**config.mk**
```make
export PLATFORM = sky130hd
export DESIGN_NAME = fgno_tone
export DESIGN_NICKNAME = d
export VERILOG_FILES = /design/src/rtl/fgno_pkg.sv /design/src/rtl/fgno_tone.sv
export SDC_FILE = /design/constraint.sdc
export NUM_CORES = 2
export LEC_CHECK = 0
export ABC_CLOCK_PERIOD_IN_PS = 15550
export BUFFER_PORTS_ARGS = -buffer_cell sky130_fd_sc_hd__buf_2
export CAP_MARGIN = 20
export CORE_UTILIZATION = 35
export CTS_CLUSTER_SIZE = 24
export DETAILED_ROUTE_END_ITERATION = 6
export HOLD_SLACK_MARGIN = 0.1
export PLACE_DENSITY = 0.51
export SLEW_MARGIN = 20
export SYNTH_ARGS = -nofsm -noshare
export SYNTH_HDL_FRONTEND = slang
export SYNTH_SLANG_ARGS = --single-unit
```
**constraint.sdc**
```tcl
create_clock -name clock -period 15.55 [get_ports clock]
set_input_delay 2.3325 -clock clock [delete_from_list [all_inputs] [get_ports clock]]
set_output_delay 2.3325 -clock clock [all_outputs]
set_load 0.03 [all_outputs]
```
**src/rtl/fgno_pkg.sv**
```systemverilog
`timescale 1ns / 1ps
// shared types and constants of the film grain overlay
// no dependencies
package fgno_pkg;

   typedef struct packed {
      logic [15:0] pixel_x;
      logic [15:0] pixel_y;
      logic [15:0] red_in;
      logic [15:0] green_in;
      logic [15:0] blue_in;
   } fgno_req_type;

   typedef struct packed {
      logic [15:0] red_out;
      logic [15:0] green_out;
      logic [15:0] blue_out;
   } fgno_rsp_type;

   // lattice step and hash seed of one noise field
   typedef struct packed {
      logic [16:0] step;
      logic [31:0] seed;
   } fgno_field_type;

   typedef enum logic [1:0] {
      CSR_SEED = 2'd0,
      CSR_STEP = 2'd1,
      CSR_GAIN = 2'd2
   } fgno_csr_type;

   localparam logic [31:0] MIX_M1     = 32'h7feb352d;
   localparam logic [31:0] MIX_M2     = 32'h846ca68b;
   localparam logic [31:0] HASH_X     = 32'h1f123bb5;
   localparam logic [31:0] HASH_Y     = 32'h5f356495;
   localparam logic [31:0] SEED_CLUMP = 32'h9e3779b9;
   localparam logic [31:0] SEED_COLOR = 32'ha511e9b3;

   localparam logic [16:0] STEP_MAX   = 17'd65536;
   localparam logic [31:0] CLUMP_K    = 32'd24273;
   localparam logic [31:0] COLOR_K    = 32'd48545;
   localparam logic [31:0] ROUND_HALF = 32'd32768;

   localparam logic [16:0] CLUMP_STEP_RST =
      17'((64'd65536 * 64'd24273 + 64'd32768) >> 16);
   localparam logic [16:0] COLOR_STEP_RST =
      17'((64'd65536 * 64'd48545 + 64'd32768) >> 16);
   localparam logic [16:0] COLOR_CLUMP_RST =
      17'((64'({47'd0, COLOR_STEP_RST}) * 64'd24273 + 64'd32768) >> 16);

   localparam logic [17:0] FADE_K     = 18'd196608;
   localparam logic [16:0] OCT_FINE   = 17'd47186;
   localparam logic [16:0] OCT_CLUMP  = 17'd18350;

   localparam logic [15:0] LUM_R      = 16'd17841;
   localparam logic [15:0] LUM_G      = 16'd44176;
   localparam logic [15:0] LUM_B      = 16'd3519;
   localparam logic [17:0] TONE_KNEE  = 18'd1966;
   localparam logic [17:0] TONE_SPAN  = 18'd12452;
   localparam logic [28:0] TONE_RECIP = 29'd353200008;
   localparam logic [11:0] TONE_DIV   = 12'd3113;
   localparam logic [11:0] AMP_BASE   = 12'd1180;
   localparam logic [10:0] AMP_SPAN   = 11'd1442;
   localparam logic [8:0]  COLOR_AMP  = 9'd295;

   function automatic logic [15:0] sat16(input logic signed [19:0] v);
      logic [15:0] r;
      if (v < 0) begin
         r = 16'd0;
      end else if (v > 20'sd65535) begin
         r = 16'hffff;
      end else begin
         r = v[15:0];
      end
      return r;
   endfunction

endpackage

```
**src/rtl/fgno_tone.sv**
```systemverilog
`timescale 1ns / 1ps
// luminance, shadow density and grain amplitude times gain, nine stages
// depends on fgno_pkg
module fgno_tone
   import fgno_pkg::*;
(
   input  logic          clock,
   input  fgno_req_type  pix,
   input  logic [15:0]   gain,
   output logic [27:0]   gain_amp
);

   logic [31:0] pr_ff, pg_ff, pb_ff;
   logic        sat2_ff, sat3_ff, sat4_ff;
   logic [13:0] t2_ff, t3_ff, t4_ff;
   logic [42:0] qp_ff;
   logic [15:0] q0_ff;
   logic [27:0] qq_ff;
   logic [16:0] tv_ff, tv6_ff, f2_ff, s_ff;
   logic [11:0] amp_ff;
   logic [27:0] ga_ff;

   logic [32:0] lsum;
   logic signed [17:0] d;
   logic [27:0] num, rem;
   logic [15:0] q;
   logic [33:0] tsq;
   logic [34:0] sp;
   logic [16:0] dens;
   logic [27:0] ap;

   always_comb begin
      lsum = {1'b0, pr_ff} + {1'b0, pg_ff} + {1'b0, pb_ff};
      d    = $signed({2'b00, lsum[31:16]}) - $signed(TONE_KNEE);
      if (d < 0) begin
         d = 18'sd0;
      end
      num  = {t4_ff, 14'd0};
      rem  = num - qq_ff;
      q    = (rem >= {16'd0, TONE_DIV}) ? q0_ff + 16'd1 : q0_ff;
      tsq  = {17'd0, tv_ff} * {17'd0, tv_ff};
      sp   = {18'd0, f2_ff} * {17'd0, FADE_K - {tv6_ff, 1'b0}};
      dens = STEP_MAX - s_ff;
      ap   = {17'd0, AMP_SPAN} * {11'd0, dens};
   end

   always_ff @(posedge clock) begin
      pr_ff   <= {16'd0, pix.red_in} * {16'd0, LUM_R};
      pg_ff   <= {16'd0, pix.green_in} * {16'd0, LUM_G};
      pb_ff   <= {16'd0, pix.blue_in} * {16'd0, LUM_B};
      sat2_ff <= (d >= $signed(TONE_SPAN));
      t2_ff   <= d[13:0];
      qp_ff   <= {29'd0, t2_ff} * {14'd0, TONE_RECIP};
      t3_ff   <= t2_ff;
      sat3_ff <= sat2_ff;
      q0_ff   <= qp_ff[41:26];
      qq_ff   <= {12'd0, qp_ff[41:26]} * {16'd0, TONE_DIV};
      t4_ff   <= t3_ff;
      sat4_ff <= sat3_ff;
      tv_ff   <= sat4_ff ? STEP_MAX : {1'b0, q};
      f2_ff   <= tsq[32:16];
      tv6_ff  <= tv_ff;
      s_ff    <= sp[32:16];
      amp_ff  <= AMP_BASE + {1'b0, ap[26:16]};
      ga_ff   <= {12'd0, gain} * {16'd0, amp_ff};
   end

   assign gain_amp = ga_ff;

endmodule

```
==> flow_summary.ini <==
[logic_synthesis]
synth_edf_count = 0
synth_cells = 5611
ys.flop_type = dfxtp_1
yosysWarnings = 0
ys_seq_area_share_pct = 11.06
syn-cell-area_mm2 = 0.05376
yosys_register_bits = 297
synth-async-reset-ratio_pct = 0
syn_area_per_cell_um2 = 9.582
synth_cell_types = 78
syn_nets = 7613

[cts]
cts_tree = done
holdBufCountCts = 0
cts_max_level = 2
cts_sinks = 297
cts_buffers = 38
clk_latency_ns = 0.59
root_buffer = clkbuf_16
post_cts_resized = 0
postCtsSetupBuffers = 0
clockBufferDepth = 3
clk_pin_slew_worst_paths_ns = 0.06

[setup_path]
critPathRequiredTime_ns = 16.00
cp_max_fo = 18
worst_ep_arrival_time_ns = 9.58
worstSetupPathType = flip-flop to flip-flop
slowest_stage = dfxtp_1
cpMostUsedCell = fa_1
crit_path_start_kind = flip-flop
critPathMaxStageDelay_ns = 0.80
endpoint_kind = flip-flop
worst-r2r-cell-count = 28

[routing]
drt-vias-per-instance = 4.600
routed_wl_mm = 113.0
drc = 0
vias = 35560
wl_per_cell_um = 14.62
drt_first_pass_iters = 5
drt-initial-drc-count = 1345
antenna_left = 0

[layout]
fin_nets = 7674
fillers = 15500
n_antenna_cell = 0
stdcell_area_mm2 = 0.05791
drive_gt1_share_pct = 3.772
area_delta_synth_final_pct = 7.715

[die]
rows = 143
dieArea_mm2 = 0.1552
coreArea_mm2 = 0.1523
die_w_um = 393.9
num_io_pins = 125
start_util_pct = 35.31
die_y_um = 393.9

[placed_design]
placed_area_mm2 = 0.05662
gp_congestion = 0.8158
port_buffers = 92
hpwl_mm = 95.70

[global_routing]
grt_use_met1_pct = 20.20
antenna_found_initial = 3
grt_pass1_wl_mm = 192.2
use_met2_pct = 26.88
grt_pass1_vias = 38040
gr-usage-met3_pct = 1.298
grt_util_all_layers_pct = 15.13
top_usage_layer = met2
grt_max_degree = 20
grt_overflow = 0

[sta]
setup-tns-final_ns = 0
holdWs_ns = 0.3238
maxSlewViolCount = 0
relSlewSlack_pct = 32.78
hold_viol = 0
max_freq_ghz = 0.1096
setup_viol = 0
finalCriticalPeriod_ns = 9.125
period_share_pct = 58.68
fin_worst_skew_ns = 0.02544
rsz0062_at_grt = false
tightest_slew_ns = 1.007

[outcome]
status = completed

[min_path]
hold_depth = 0
hold_path_class = flip-flop to flip-flop

[job]
drv_cap = 0
==> state kept, by name, summed over array words and instances, names as in the netlist <==
name,count
f2_ff,17
gain_amp,28
t2_ff,14
tv6_ff,17
pr_ff,31
sat3_ff,1
sat2_ff,1
pg_ff,28
s_ff,17
qp_ff,16
sat4_ff,1
t4_ff,14
amp_ff,12
qq_ff,28
tv_ff,17
t3_ff,14
pb_ff,28
q0_ff,13
==> cells by family (layout without fill, tap and decap cells) <==
| group | after synthesis | after routing | synth area share (%) |
|---|---|---|---|
| buffers and inverters | 1497 | 1586 | 10.46 |
| muxes | 7 | 7 | 0.1350 |
| xor gates and xnor gates | 260 | 260 | 4.236 |
| DFF | 297 | 297 | 11.06 |
| adders and majority gates | 1905 | 1905 | 57.44 |
| AOI/OAI and AO/OA | 493 | 493 | 6.097 |
| and+or+nand+nor | 1152 | 1152 | 10.57 |
==> final timing paths <==
kind / from / end / slack (ns)
setup / recovery: tv6_ff[0] / s_ff[16] / 6.42
hold / removal: t3_ff[8] / t4_ff[8] / 0.32
setup reg to reg: tv6_ff[0] / s_ff[16] / 6.42
hold reg to reg: t3_ff[8] / t4_ff[8] / 0.32
==> layout by cell type (no fill, tap or decap), types with 16 or more instances in the layout <==
master / instances
a21oi_1: 140
a31oi_1: 21
nor3_1: 66
xnor2_1: 182
dfxtp_1: 297
nand2b_1: 21
buf_4: 26
and3_1: 33
o21a_1: 28
a211oi_1: 19
or2_2: 16
fa_1: 939
and2_1: 264
or3_1: 37
nor2b_1: 25
inv_1: 1400
clkbuf_16: 38
o21ai_0: 76
xor2_1: 75
nand2_1: 426
o21bai_1: 24
nor2_1: 166
buf_2: 92
ha_1: 966
a21o_1: 52
nand3_1: 45
==> layer usage <==
metal  share of wire, %  vias to the layer above
met4                1.4                        0
met5                  0                        -
met3                2.0                       79
met2                 50                      273
met1                 47                    17680
li1                   -                    17530
==> per-stage QoR <==
step	util (%)	setup slack (ns)	std cells
2_1_floorplan	-	8.206	5611
3_3_place_gp	37.18	6.377	7662
3_5_place_dp	37.18	6.329	7662
4_1_cts	38.03	6.295	7730
5_1_grt	38.03	5.810	7730
6_report	38.03	6.425	7730
==> cells in the mapped netlist, drive strengths merged, types with 4 or more instances <==
cell	count	area (µm²)
a41o	4	40.04
o41a	6	67.56
buf	5	21.27
clkbuf	92	345.3
a31o	7	61.31
a311oi	5	43.79
nand4	17	118.9
or3	37	231.5
a211oi	19	142.6
nor3	67	346.6
o211ai	12	90.09
a21boi	8	60.06
a21o	52	390.4
nand2b	21	131.4
or2	16	100.1
o41ai	4	35.03
o21ai	86	430.4
nor4	8	71.32
o21bai	24	180.2
nand3b	8	60.06
nor2	166	623.1
and2	264	1652
o21a	28	210.2
and3	33	206.5
dfxtp	297	5946
a211o	10	87.58
nor2b	25	156.4
xnor2	185	1620
or4	6	45.04
a31oi	21	131.4
fa	939	18800
ha	966	12090
a41oi	7	61.31
inv	1400	5255
nand2	426	1599
nand3	45	225.2
a2111oi	4	35.03
xor2	75	656.9
o311ai	4	35.04
o2111ai	9	96.35
mux2i	5	50.05
nor3b	4	30.03
o31ai	13	102.6
a21oi	140	700.7
==> worst max-delay path, delay by kind of cell, from the launching register on <==
kind	cells	cell delay, ns
fa+ha+maj	7	3.02
simple gates	8	1.85
compound gates	6	2.14
flops	1	0.80
xor+xnor	2	0.81
buf+inv	5	0.38
==> cell type report <==
type | instances | area, µm² | share of cell area, %
flip-flops and latches | 297 | 5946 | 10.27
clock buffers | 50 | 1036 | 1.789
well taps | 2030 | 2540 | 4.386
repair buffers | 118 | 655.6 | 1.132
inverters | 1400 | 5255 | 9.074
multi-input cells | 3817 | 42220 | 72.90
clock inverters | 18 | 260.3 | 0.4494
Power is left out: the tool's default activity adds up to more than one toggle a clock period on the data nets, which glitch-free logic cannot reach.
